**src/design/phc_pkg.sv**
```systemverilog
`timescale 1ns / 1ps
`default_nettype none
package phc_pkg;

  localparam int ADC_W   = 10;
  localparam int VOLT_W  = 17;
  localparam int GAIN_W  = 16;
  localparam int PCT_W   = 7;
  localparam int DELAY_W = 8;
  localparam int Q8_W    = 15;
  localparam int ERR_W   = VOLT_W + 1;
  localparam int CFG_IDX_W = 3;

  localparam int PCT_FULL = 100;

  localparam logic [VOLT_W-1:0]  VOLT_PER_CODE = VOLT_W'(105);
  localparam logic [Q8_W-1:0]    Q8_FULL       = Q8_W'(25600);
  localparam logic [DELAY_W-1:0] NO_FIRE       = DELAY_W'(255);
  localparam logic [3:0]         SOLAR_START_S   = 4'd5;
  localparam logic [3:0]         UTILITY_START_S = 4'd10;

  typedef enum logic [CFG_IDX_W-1:0] {
    REG_CUT_VOLTAGE   = 3'd0,
    REG_SETPOINT      = 3'd1,
    REG_KP_GAIN       = 3'd2,
    REG_KI_GAIN       = 3'd3,
    REG_SOLAR_MAX     = 3'd4,
    REG_UTILITY_MAX   = 3'd5,
    REG_SAMPLE_PERIOD = 3'd6
  } cfg_reg_t;

  typedef struct packed {
    logic [ADC_W-1:0] battery_adc;
    logic             grid_present;
    logic             second_tick;
  } phc_in_t;

  typedef struct packed {
    logic [PCT_W-1:0]   heating_power;
    logic [DELAY_W-1:0] fire_delay;
    logic               fire_enable;
    logic [PCT_W-1:0]   control_level;
    logic               updated;
  } phc_out_t;

  // start and finish strobes of a serial arithmetic unit
  typedef struct packed {
    logic start;
    logic done;
  } unit_ctl_t;

  function automatic logic [Q8_W-1:0] clamp_q8(input logic signed [Q8_W+10:0] x);
    logic [Q8_W-1:0] r;
    if (x < 0) begin
      r = '0;
    end else if (x > $signed({11'd0, Q8_FULL})) begin
      r = Q8_FULL;
    end else begin
      r = x[Q8_W-1:0];
    end
    return r;
  endfunction

endpackage
`default_nettype wire

```
**src/design/phc_mul.sv**
```systemverilog
`timescale 1ns / 1ps
`default_nettype none
module phc_mul #(
  parameter int WA = 18,
  parameter int WB = 16
) (
  input  wire logic                 clk,
  input  wire logic                 rst,
  input  wire logic                 start,
  input  wire logic signed [WA-1:0] a,
  input  wire logic [WB-1:0]        b,
  output logic                      done,
  output logic signed [WA+WB:0]     prod
);
  import phc_pkg::*;

  localparam int CW = (WB > 1) ? $clog2(WB) : 1;

  logic signed [WA-1:0] a_q;
  logic signed [WA:0]   hi;
  logic [WB-1:0]        lo;
  logic [CW-1:0]        cnt;
  logic                 busy;
  logic signed [WA:0]   sum;

  // one multiplier bit per cycle, partial product shifted right
  assign sum  = lo[0] ? (hi + {a_q[WA-1], a_q}) : hi;
  assign prod = {hi, lo};

  always_ff @(posedge clk) begin
    if (rst) begin
      busy <= 1'b0;
      done <= 1'b0;
      cnt  <= '0;
    end else begin
      done <= 1'b0;
      if (start) begin
        busy <= 1'b1;
        cnt  <= '0;
      end else if (busy) begin
        cnt <= cnt + CW'(1);
        if (cnt == CW'(WB - 1)) begin
          busy <= 1'b0;
          done <= 1'b1;
        end
      end
    end
  end

  always_ff @(posedge clk) begin
    if (start) begin
      a_q <= a;
      hi  <= '0;
      lo  <= b;
    end else if (busy) begin
      hi <= {sum[WA], sum[WA:1]};
      lo <= {sum[0], lo[WB-1:1]};
    end
  end

endmodule
`default_nettype wire

```
**src/design/phc_div.sv**
```systemverilog
`timescale 1ns / 1ps
`default_nettype none
module phc_div #(
  parameter int W       = 15,
  parameter int DIVISOR = 100
) (
  input  wire logic         clk,
  input  wire logic         rst,
  input  wire logic         start,
  input  wire logic [W-1:0] num,
  output logic              done,
  output logic [W-1:0]      quot
);
  import phc_pkg::*;

  localparam int RW = $clog2(DIVISOR) + 1;
  localparam int CW = (W > 1) ? $clog2(W) : 1;

  logic [W-1:0]    sh;
  logic [RW-2:0]   rem;
  logic [CW-1:0]   cnt;
  logic            busy;
  logic [RW-1:0]   trial;
  logic [RW-1:0]   diff;
  logic            ge;

  // restoring division, one quotient bit per cycle
  assign trial = {rem, sh[W-1]};
  assign diff  = trial - RW'(DIVISOR);
  assign ge    = (trial >= RW'(DIVISOR));
  assign quot  = sh;

  always_ff @(posedge clk) begin
    if (rst) begin
      busy <= 1'b0;
      done <= 1'b0;
      cnt  <= '0;
    end else begin
      done <= 1'b0;
      if (start) begin
        busy <= 1'b1;
        cnt  <= '0;
      end else if (busy) begin
        cnt <= cnt + CW'(1);
        if (cnt == CW'(W - 1)) begin
          busy <= 1'b0;
          done <= 1'b1;
        end
      end
    end
  end

  always_ff @(posedge clk) begin
    if (start) begin
      sh  <= num;
      rem <= '0;
    end else if (busy) begin
      sh  <= {sh[W-2:0], ge};
      rem <= ge ? diff[RW-2:0] : trial[RW-2:0];
    end
  end

endmodule
`default_nettype wire

```
**src/design/pi_heater_phase_controller.sv**
```systemverilog
`timescale 1ns / 1ps
`default_nettype none
// Without a PI step a transaction goes from evaluation straight to emit; with
// one it adds two serial multiply passes and a serial divide by 100, each
// pair of units running side by side. One transaction at a time: the next
// input is taken once the result sits in the output register. Reset (rst,
// synchronous) loads the register defaults and the off state: delay 255,
// level and power zero.
module pi_heater_phase_controller (
  input  wire logic                          clk,
  input  wire logic                          rst,
  input  wire logic                          in_valid,
  output logic                               in_stall,
  input  wire phc_pkg::phc_in_t              in_data,
  output logic                               out_valid,
  input  wire logic                          out_stall,
  output phc_pkg::phc_out_t                  out_data,
  input  wire logic                          cfg_we,
  input  wire logic [phc_pkg::CFG_IDX_W-1:0] cfg_index,
  input  wire logic [phc_pkg::VOLT_W-1:0]    cfg_data
);
  import phc_pkg::*;

  localparam int MUL_B_W = GAIN_W;
  localparam int PROD_W  = ERR_W + MUL_B_W + 1;

  typedef enum logic [6:0] {
    S_IDLE = 7'b0000001,
    S_EVAL = 7'b0000010,
    S_MUL1 = 7'b0000100,
    S_SUM  = 7'b0001000,
    S_MUL2 = 7'b0010000,
    S_DIV  = 7'b0100000,
    S_EMIT = 7'b1000000
  } state_t;

  state_t state;

  // configuration
  logic [VOLT_W-1:0] cut_voltage, setpoint_voltage;
  logic [GAIN_W-1:0] kp_gain, ki_gain;
  logic [PCT_W-1:0]  solar_max_power, utility_max_power, sample_period_s;

  // controller state
  logic              last_grid;
  logic [3:0]        startup_seconds;
  logic [PCT_W-1:0]  seconds_since_update;
  logic [Q8_W-1:0]   integral_term;
  logic [PCT_W-1:0]  held_power, held_level;
  logic [DELAY_W-1:0] held_delay;
  logic              updated;

  phc_in_t           item;
  logic [Q8_W-1:0]   p_q, i_q;
  logic              span_pos;

  // pass evaluation
  logic              grid_chg;
  logic [3:0]        startup_base, startup_next;
  logic [PCT_W-1:0]  ssu_next;
  logic [VOLT_W-1:0] vbat;
  logic              cut_off, run_step;
  logic [3:0]        start_limit;
  logic signed [ERR_W-1:0] err;

  // serial units
  unit_ctl_t         mul_p_ctl, mul_i_ctl, div_a_ctl, div_b_ctl;
  logic signed [ERR_W-1:0]   mul_a0, mul_a1;
  logic [MUL_B_W-1:0]        mul_b0, mul_b1;
  logic signed [PROD_W-1:0]  prod0, prod1;
  logic [Q8_W-1:0]           quot0, quot1;

  // PI step arithmetic
  logic signed [Q8_W+10:0]   p_raw, i_raw;
  logic [Q8_W:0]             pi_sum;
  logic [Q8_W-1:0]           sum_cl;
  logic [PCT_W-1:0]          level;
  logic [PCT_W-1:0]          max_sel, max_pow;
  logic [8:0]                five_m;
  logic [8:0]                heat_x2;
  logic [DELAY_W-1:0]        max_heat, span_mag;

  assign in_stall = (state != S_IDLE);

  // ---- pass evaluation ----
  assign grid_chg     = (item.grid_present != last_grid);
  assign startup_base = grid_chg ? 4'd0 : startup_seconds;
  assign startup_next = (item.second_tick && startup_base != 4'd15) ?
                        startup_base + 4'd1 : startup_base;
  assign ssu_next     = (item.second_tick && seconds_since_update != 7'd127) ?
                        seconds_since_update + 7'd1 : seconds_since_update;
  assign vbat         = VOLT_W'(item.battery_adc) * VOLT_PER_CODE;
  assign start_limit  = item.grid_present ? SOLAR_START_S : UTILITY_START_S;
  assign cut_off      = item.grid_present && (vbat < cut_voltage);
  assign run_step     = !cut_off && (startup_next > start_limit) &&
                        (ssu_next >= sample_period_s);
  assign err          = $signed({1'b0, vbat}) - $signed({1'b0, setpoint_voltage});

  // ---- PI step ----
  assign p_raw  = (Q8_W+11)'($signed(prod0[PROD_W-1:10]));
  assign i_raw  = (Q8_W+11)'($signed(prod1[PROD_W-1:10])) +
                  $signed({11'd0, integral_term});
  assign pi_sum = {1'b0, p_q} + {1'b0, i_q};
  assign sum_cl = (pi_sum > {1'b0, Q8_FULL}) ? Q8_FULL : pi_sum[Q8_W-1:0];
  assign level  = sum_cl[Q8_W-1:8];

  assign max_sel  = last_grid ? solar_max_power : utility_max_power;
  assign max_pow  = (max_sel > PCT_W'(PCT_FULL)) ? PCT_W'(PCT_FULL) : max_sel;
  assign five_m   = 9'(max_pow) * 9'd5;
  assign heat_x2  = 9'd510 - five_m;
  assign max_heat = heat_x2[8:1];
  assign span_mag = 8'd254 - max_heat;

  always_comb begin
    mul_a0 = err;
    mul_a1 = err;
    mul_b0 = kp_gain;
    mul_b1 = ki_gain;
    if (state == S_SUM) begin
      mul_a0 = ERR_W'(level);
      mul_a1 = ERR_W'(level);
      mul_b0 = MUL_B_W'(max_pow);
      mul_b1 = MUL_B_W'(span_mag);
    end
  end

  assign mul_p_ctl.start = (state == S_EVAL && run_step) || (state == S_SUM);
  assign mul_i_ctl.start = mul_p_ctl.start;
  assign div_a_ctl.start = (state == S_MUL2) && mul_p_ctl.done;
  assign div_b_ctl.start = div_a_ctl.start;

  phc_mul #(.WA(ERR_W), .WB(MUL_B_W)) u_mul_p (
    .clk, .rst, .start(mul_p_ctl.start), .a(mul_a0), .b(mul_b0),
    .done(mul_p_ctl.done), .prod(prod0)
  );

  phc_mul #(.WA(ERR_W), .WB(MUL_B_W)) u_mul_i (
    .clk, .rst, .start(mul_i_ctl.start), .a(mul_a1), .b(mul_b1),
    .done(mul_i_ctl.done), .prod(prod1)
  );

  phc_div #(.W(Q8_W), .DIVISOR(PCT_FULL)) u_div_a (
    .clk, .rst, .start(div_a_ctl.start), .num(prod0[Q8_W-1:0]),
    .done(div_a_ctl.done), .quot(quot0)
  );

  phc_div #(.W(Q8_W), .DIVISOR(PCT_FULL)) u_div_b (
    .clk, .rst, .start(div_b_ctl.start), .num(prod1[Q8_W-1:0]),
    .done(div_b_ctl.done), .quot(quot1)
  );

  // ---- configuration ----
  always_ff @(posedge clk) begin
    if (rst) begin
      cut_voltage       <= VOLT_W'(12800);
      setpoint_voltage  <= VOLT_W'(14848);
      kp_gain           <= GAIN_W'(2560);
      ki_gain           <= GAIN_W'(2560);
      solar_max_power   <= PCT_W'(100);
      utility_max_power <= PCT_W'(50);
      sample_period_s   <= PCT_W'(5);
    end else if (cfg_we) begin
      unique case (cfg_index)
        REG_CUT_VOLTAGE:   cut_voltage       <= cfg_data;
        REG_SETPOINT:      setpoint_voltage  <= cfg_data;
        REG_KP_GAIN:       kp_gain           <= cfg_data[GAIN_W-1:0];
        REG_KI_GAIN:       ki_gain           <= cfg_data[GAIN_W-1:0];
        REG_SOLAR_MAX:     solar_max_power   <= cfg_data[PCT_W-1:0];
        REG_UTILITY_MAX:   utility_max_power <= cfg_data[PCT_W-1:0];
        REG_SAMPLE_PERIOD: sample_period_s   <= cfg_data[PCT_W-1:0];
        default: ;
      endcase
    end
  end

  always_ff @(posedge clk) begin
    if (in_valid && !in_stall) begin
      item <= in_data;
    end
    if (state == S_MUL1 && mul_p_ctl.done) begin
      p_q <= clamp_q8(p_raw);
      i_q <= clamp_q8(i_raw);
    end
    if (state == S_SUM) begin
      span_pos <= (max_pow == '0);
    end
  end

  // ---- sequencer ----
  always_ff @(posedge clk) begin
    if (rst) begin
      state                <= S_IDLE;
      out_valid            <= 1'b0;
      last_grid            <= 1'b1;
      startup_seconds      <= '0;
      seconds_since_update <= '0;
      integral_term        <= '0;
      held_power           <= '0;
      held_delay           <= NO_FIRE;
      held_level           <= '0;
      updated              <= 1'b0;
    end else begin
      if (state == S_EMIT && (!out_valid || !out_stall)) begin
        out_valid <= 1'b1;
      end else if (out_valid && !out_stall) begin
        out_valid <= 1'b0;
      end
      unique case (state)
        S_IDLE: begin
          if (in_valid) begin
            state <= S_EVAL;
          end
        end
        S_EVAL: begin
          last_grid            <= item.grid_present;
          startup_seconds      <= startup_next;
          seconds_since_update <= run_step ? '0 : ssu_next;
          updated              <= run_step;
          if (grid_chg || cut_off) begin
            integral_term <= '0;
            held_power    <= '0;
            held_delay    <= NO_FIRE;
            held_level    <= '0;
          end
          state <= run_step ? S_MUL1 : S_EMIT;
        end
        S_MUL1: begin
          if (mul_p_ctl.done) begin
            integral_term <= clamp_q8(i_raw);
            state         <= S_SUM;
          end
        end
        S_SUM: begin
          held_level <= level;
          state      <= S_MUL2;
        end
        S_MUL2: begin
          if (mul_p_ctl.done) begin
            state <= S_DIV;
          end
        end
        S_DIV: begin
          if (div_a_ctl.done) begin
            held_power <= quot0[PCT_W-1:0];
            held_delay <= span_pos ? NO_FIRE : NO_FIRE - quot1[DELAY_W-1:0];
            state      <= S_EMIT;
          end
        end
        S_EMIT: begin
          if (!out_valid || !out_stall) begin
            state <= S_IDLE;
          end
        end
        default: state <= S_IDLE;
      endcase
    end
  end

  always_ff @(posedge clk) begin
    if (state == S_EMIT && (!out_valid || !out_stall)) begin
      out_data.heating_power <= held_power;
      out_data.fire_delay    <= held_delay;
      out_data.fire_enable   <= (held_delay != NO_FIRE);
      out_data.control_level <= held_level;
      out_data.updated       <= updated;
    end
  end

  // ---- checks ----
  a_mul_lockstep: assert property (@(posedge clk) disable iff (rst)
    mul_p_ctl.done == mul_i_ctl.done)
    else $error("multiplier pair out of step");

  a_div_lockstep: assert property (@(posedge clk) disable iff (rst)
    div_a_ctl.done == div_b_ctl.done)
    else $error("divider pair out of step");

  a_integral_range: assert property (@(posedge clk) disable iff (rst)
    integral_term <= Q8_FULL)
    else $error("integral out of range");

  a_zero_level_no_fire: assert property (@(posedge clk) disable iff (rst)
    (state == S_IDLE && held_level == '0) |-> held_delay == NO_FIRE)
    else $error("firing with zero level");

  a_level_range: assert property (@(posedge clk) disable iff (rst)
    held_level <= PCT_W'(PCT_FULL))
    else $error("level above full scale");

endmodule
`default_nettype wire
```
**config.mk**
```make
export PLATFORM = sky130hd
export DESIGN_NAME = pi_heater_phase_controller
export DESIGN_NICKNAME = d
export VERILOG_FILES = /design/src/design/phc_pkg.sv /design/src/design/phc_mul.sv /design/src/design/phc_div.sv /design/src/design/pi_heater_phase_controller.sv
export SDC_FILE = /design/constraint.sdc
export NUM_CORES = 1
export LEC_CHECK = 0
export ABC_AREA = 1
export ABC_CLOCK_PERIOD_IN_PS = 7800
export BUFFER_PORTS_ARGS = -buffer_cell sky130_fd_sc_hd__buf_2
export CORE_MARGIN = 5
export CORE_UTILIZATION = 55
export DETAILED_ROUTE_END_ITERATION = 12
export HOLD_SLACK_MARGIN = 0.08
export PLACE_DENSITY = 0.72
export SYNTH_ARGS = -nofsm -noshare
export SYNTH_HDL_FRONTEND = slang
export SYNTH_SLANG_ARGS = --single-unit
```
**constraint.sdc**
```tcl
create_clock -name clk -period 7.8 [get_ports clk]
set_input_delay 0.78 -clock clk [delete_from_list [all_inputs] [get_ports clk]]
set_output_delay 0.78 -clock clk [all_outputs]
set_load 0.005 [all_outputs]
```
Word-level counts from Yosys, hierarchy flattened
Index checks and enable logic that the tools add are counted.
Word-level totals
  bits in registers: 364
  input port bits: 37
  word-level logic and storage cells: 212
  output and inout port bits: 26
Operators by class
  bitwise gates (word level): 2
  muxes and demuxes: 60
  add/subtract/negate cells: 16
  $mul: 2
  reductions and logical operators: 44
  magnitude comparators: 11
  equality and inequality tests: 28
Operator list (count)
  15-bit 2-to-1 mux: 10
  7-bit 2-to-1 mux: 15
  16-bit 2-to-1 mux: 6
  7-bit one-hot mux with 7 select lines: 1
  18-bit by 18-bit adder with 19-bit output: 2
  19-bit 2-to-1 mux: 2
  15-bit one-hot mux with 2 select lines: 1
  7-bit one-hot mux with 2 select lines: 2
  24-bit by 16-bit adder with 25-bit output: 1
  25-bit by 16-bit greater-than comparator with 1-bit output, second input constant: 1
  25-bit by 1-bit less-than comparator with 1-bit output, second input constant: 1
  24-bit by 16-bit greater-than comparator with 1-bit output, second input constant: 1
  24-bit by 1-bit less-than comparator with 1-bit output, second input constant: 1
  8-bit 2-to-1 mux: 3
  4-bit by 1-bit adder with 4-bit output, second input constant: 5
  17-bit by 17-bit subtractor with 18-bit output: 1
  17-bit less-than comparator: 1
  10-bit by 7-bit multiplier with 17-bit output, second input constant: 1
  15-bit by 15-bit adder with 16-bit output: 1
  4-bit equality test, second input constant: 4
  8-bit by 7-bit >= comparator with 1-bit output, second input constant: 2
  16-bit by 15-bit greater-than comparator with 1-bit output, second input constant: 1
  1-bit 2-to-1 mux: 16
  8-bit one-hot mux with 2 select lines: 1
  38 further kinds: 83

Logic depth before layout (Yosys ltp)
  depth after elaboration: 11
  gate-level depth with buffers: 36
  gate-level depth less buffers: 35

By module
From an unflattened synthesis, not the netlist that was laid out.
Unflattened totals
  cells, all modules: 3133
  area total of the unflattened synthesis: 23432.5 um2
By module, submodules not included
  pi_heater_phase_controller: cells each 1939, area each 14068.5 um2, times used 1
  phc_mul: cells each 437, area each 3354.5 um2, times used 2
  phc_div: cells each 160, area each 1327.5 um2, times used 2

Worst setup path before layout
No wires, ideal clock.
  kind: reg2reg
  start point: register item[3] (netlist name)
  end point: register u_mul_i.lo[3], data pin
  library setup time: 303 ps
  data arrival time: 5449 ps
  slack: 2047 ps
  cell stages (with the launch flop): 30
  cell sequence: edfxtp_1 > ha_1 > inv_1 > fa_1 > inv_1 > ha_1 > fa_1 > ha_1 > a21o_1 > a31oi_1 > o21ai_0 > nand3_1 > nand2_1 > a21oi_1 > nor2_1 > nor2_1 > xor2_1 > ha_1 > nand2_1 > inv_1 > nand3_1 > nor2_1 > nand4_1 > nand4_1 > nand2_1 > inv_1 > nand2_2 > nand2_2 > buf_1 > a31oi_1
On the way
  longest elaborated chain between the ends: 9
RTL lines
  from (decl): RTL line pi_heater_phase_controller.sv:53  | phc_in_t item;
  from (signal assigned): RTL line pi_heater_phase_controller.sv:178  | item <= in_data;
  10-bit by 7-bit multiplier with 17-bit output: RTL line pi_heater_phase_controller.sv:92  | assign vbat = VOLT_W'(item.battery_adc) * VOLT_PER_CODE;
  17-bit less-than comparator: RTL line pi_heater_phase_controller.sv:94  | assign cut_off = item.grid_present && (vbat < cut_voltage);
  1-bit logical AND: RTL line pi_heater_phase_controller.sv:94
  1-bit logical NOT: RTL line pi_heater_phase_controller.sv:95  | assign run_step = !cut_off && (startup_next > start_limit) &&
  1-bit logical AND (2 in series): RTL line pi_heater_phase_controller.sv:95
  1-bit logical AND: RTL line pi_heater_phase_controller.sv:127  | assign mul_p_ctl.start = (state == S_EVAL && run_step) || (state == S_SUM);
  1-bit logical OR: RTL line pi_heater_phase_controller.sv:127
  net u_mul_i.start: RTL line phc_mul.sv:9  | input wire logic start,
  16-bit 2-to-1 mux: RTL line phc_mul.sv:51  | if (start) begin
  to (signal assigned): RTL line phc_mul.sv:57  | lo <= {sum[0], lo[WB-1:1]};
  to (decl): RTL line phc_mul.sv:21  | logic [WB-1:0] lo;
The timed path passes the listed nets, and every way through them passes these cells.
A chain may end at the register's enable or synchronous reset.

Final worst setup path
  start point: register item[3] (netlist name)
  end point: register u_mul_p.hi[11]
On the way
  longest elaborated chain between the ends: 8
RTL lines
  10-bit by 7-bit multiplier with 17-bit output: RTL line pi_heater_phase_controller.sv:92
  17-bit less-than comparator: RTL line pi_heater_phase_controller.sv:94
  1-bit logical AND: RTL line pi_heater_phase_controller.sv:94
  1-bit logical NOT: RTL line pi_heater_phase_controller.sv:95
  1-bit logical AND (2 in series): RTL line pi_heater_phase_controller.sv:95
  1-bit logical AND: RTL line pi_heater_phase_controller.sv:127
  1-bit logical OR: RTL line pi_heater_phase_controller.sv:127
  to (signal assigned): RTL line phc_mul.sv:56  | hi <= {sum[WA], sum[WA:1]};
  to (decl): RTL line phc_mul.sv:20  | logic signed [WA:0] hi;
Every way passes these cells.

==> flow_summary.json <==
{
  "status": "complete, no violations",
  "post-route-util_pct": 61.67,
  "use_met2_pct": 39.78,
  "worst-endpoint-arrival_ns": 7.25,
  "grt_overflow": 0,
  "root_buffer": "clkbuf_16",
  "dp.cells": 3334,
  "clockBufferDepth": 3,
  "final.period_utilization_pct": 86.56,
  "synth_cells": 2812,
  "track_usage_pct": 24.73,
  "cts_setup_buffers": 0,
  "finalClockSkew_ns": 0.03041,
  "fill_cells": 3405,
  "drt_wl_total_um": 55420,
  "gr-usage-met3_pct": 3.434,
  "hold_buffers": 0,
  "grt_pass1_vias": 17740,
  "dr_total_vias": 18790,
  "finalSetupTns_ns": 0,
  "core_area_mm2": 0.03883,
  "timing.fmax_mhz": 148.1,
  "cts_tree": "built",
  "critical_path_buf_inv_count": 6,
  "worstSetupEndpointType": "flop",
  "place_ws_ns": 1.180,
  "gp_congestion": 0.9443,
  "maxCapViolCount": 0,
  "rsz0062_at_grt": "no",
  "cp_max_fo": 15,
  "grt-busiest-layer": "met2",
  "start_util_pct": 55.91,
  "synth.most_common_cell": "nand2_1",
  "power.density_mw_per_mm2": 336.7,
  "p_seq_share_pct": 27.8,
  "synthTopCellsByArea": "edfxtp_1, dfxtp_1, ha_1",
  "synth.distinct_cells": 54,
  "synth_flop_cell": "dfxtp_1",
  "yosys_warnings": 0,
  "async_reset_ff_share_pct": 0,
  "cts.repair.resized": 0,
  "drtIter0Drc": 1641,
  "p_switching_mw": 3.326,
  "fp-row-count": 72,
  "critical_path_class": "reg -> reg",
  "final_net_count": 3092,
  "slowest_stage": "edfxtp_1",
  "grt_first_pass_wirelength_um": 89350,
  "swShare_pct": 41.26,
  "comb_power_share_pct": 46.8,
  "route.detailed.drc": 0,
  "routedWlPerCell_um": 16.25,
  "tightest_slew_ns": 1.232,
  "drive_gt1_share_pct": 6.501,
  "pin_count": 63,
  "required_ns": 8.30,
  "met1_usage_pct": 34.81,
  "maxSlewViolCount": 0,
  "period_needed_ns": 6.752,
  "syn_avg_cell_area_um2": 7.720,
  "cts.sinks": 364,
  "fin_ws_ns": 1.048,
  "synth.cell_area_mm2": 0.02171,
  "crit_path_max_incr_delay_ns": 0.51,
  "r2r_slack_ns": 1.05,
  "postRouteAntennaNets": 0,
  "start_kind": "flop",
  "dieArea_mm2": 0.04355,
  "insertion_delay_ns": 0.59,
  "instances_no_fill": 3410,
  "finalSetupViolations": 0,
  "vias_per_cell": 5.509,
  "diodes": 0,
  "synth_top_cell_by_area": "edfxtp_1",
  "fp.dieH_um": 208.7,
  "yosysTopAreaCellShare_pct": 20.33,
  "area_delta_synth_final_pct": 10.29,
  "seq_area_frac_synth_pct": 40.34,
  "p_leak_nw": 10.83,
  "ys_ff_latch": 364,
  "clk_pin_slew_ns": 0.06,
  "ir_worst_vdd_mv": 0.4371,
  "yosys-top-cells-count": "nand2_1, inv_1, nor2_1, o21ai_0, a21oi_1",
  "io_buffers": 62,
  "dp_hpwl_um": 42030,
  "holdCritPathClass": "in -> reg",
  "fp.dieW_um": 208.7,
  "clkPwrFrac_pct": 25.4,
  "antenna_found_initial": 1,
  "hold_viol_final": 0,
  "hold_ws_ns": 0.3658,
  "p_int_mw": 4.735,
  "synth_edf_count": 147,
  "slew_headroom_pct": 17.69,
  "drt_first_pass_iters": 6,
  "synth_nets": 3045,
  "grt_max_degree": 63,
  "critPathTopFamily": "adder cells",
  "numCtsBuffers": 41,
  "htree_levels": 2
}
==> logic make-up after synthesis <==
family | Yosys count | synth area share, %
adders and majority gates | 196 | 11.81
AOI/OAI and AO/OA | 601 | 15.09
xor gates and xnor gates | 63 | 2.542
muxes | 2 | 0.09798
DFF | 364 | 40.34
buffers and inverters | 498 | 8.772
and+or+nand+nor | 1088 | 21.34
==> area by class of cell <==
cell class	count	area [um^2]	area share, %
clock inverters	18	252.7	1.056
inverters	427	1603	6.694
repair buffers	75	407.9	1.704
flip-flops and latches	364	8758	36.58
multi-input cells	1950	11070	46.23
clock buffers	58	1204	5.027
well taps	518	648.1	2.707
==> power by group through the flow <==
stage,sequential [mW],combinational (mW),clock [mW]
2_1_floorplan,2.25,2.77,0
3_5_place_dp,2.28,3.72,0
4_1_cts,2.24,3.74,2.08
3_3_place_gp,2.27,3.61,0
5_1_grt,2.25,4.30,2.16
6_report,2.24,3.77,2.05
==> state kept, by name, indices dropped and copies added, names as in the netlist, 16 cells and up <==
name,count
ki_gain,16
u_mul_p.a_q,18
kp_gain,16
u_mul_p.hi,18
u_mul_p.lo,16
setpoint_voltage,17
u_mul_i.hi,18
out_data,24
cut_voltage,17
u_mul_i.lo,16
==> per-stage QoR <==
step	instance area, um^2	total power [mW]
after global placement	22490	5.886
after global routing	23940	8.705
after CTS	23940	8.057
final	23940	8.061
after floorplan	21710	5.020
after detailed placement	22490	5.994
==> worst register-to-register path, delay by kind of cell, from the launching register on <==
family	cells	cell delay [ns]
AOI/OAI and AO/OA	6	1.13
buffers and inverters	6	0.84
DFF	1	0.51
xor gates and xnor gates	1	0.23
adders and majority gates	6	2.23
and+or+nand+nor	12	1.68
==> placed cells by master, fill, tap and decap left out, types with 27 or more instances in the layout <==
cell       synthesis  final
nor2_1           255    253
dfxtp_1          217    217
nand3_1          136    136
edfxtp_1         147    147
xor2_1            43     43
nand4_1           30     30
o21ai_0          248    248
nor3_1            28     27
a21oi_1          226    226
nand2_1          569    569
buf_2              8     62
ha_1             181    181
clkbuf_16          0     44
inv_1            423    422
o22ai_1           35     35
==> metal layers <==
| layer | up-vias | wire (um) |
|---|---|---|
| met5 | - | 0 |
| met3 | 110 | 3781 |
| met2 | 589 | 24920 |
| met1 | 8641 | 25110 |
| met4 | 0 | 1608 |
| li1 | 9446 | - |
==> final timing paths <==
check                start             end  depth (start not counted)
min             in_data[4]         item[4]                          1
max reg2reg        item[3]  u_mul_p.hi[11]                         31
max                item[3]  u_mul_p.hi[11]                         31
min reg2reg  held_level[1]     out_data[2]                          0
Power figures use the tool's default switching activity.
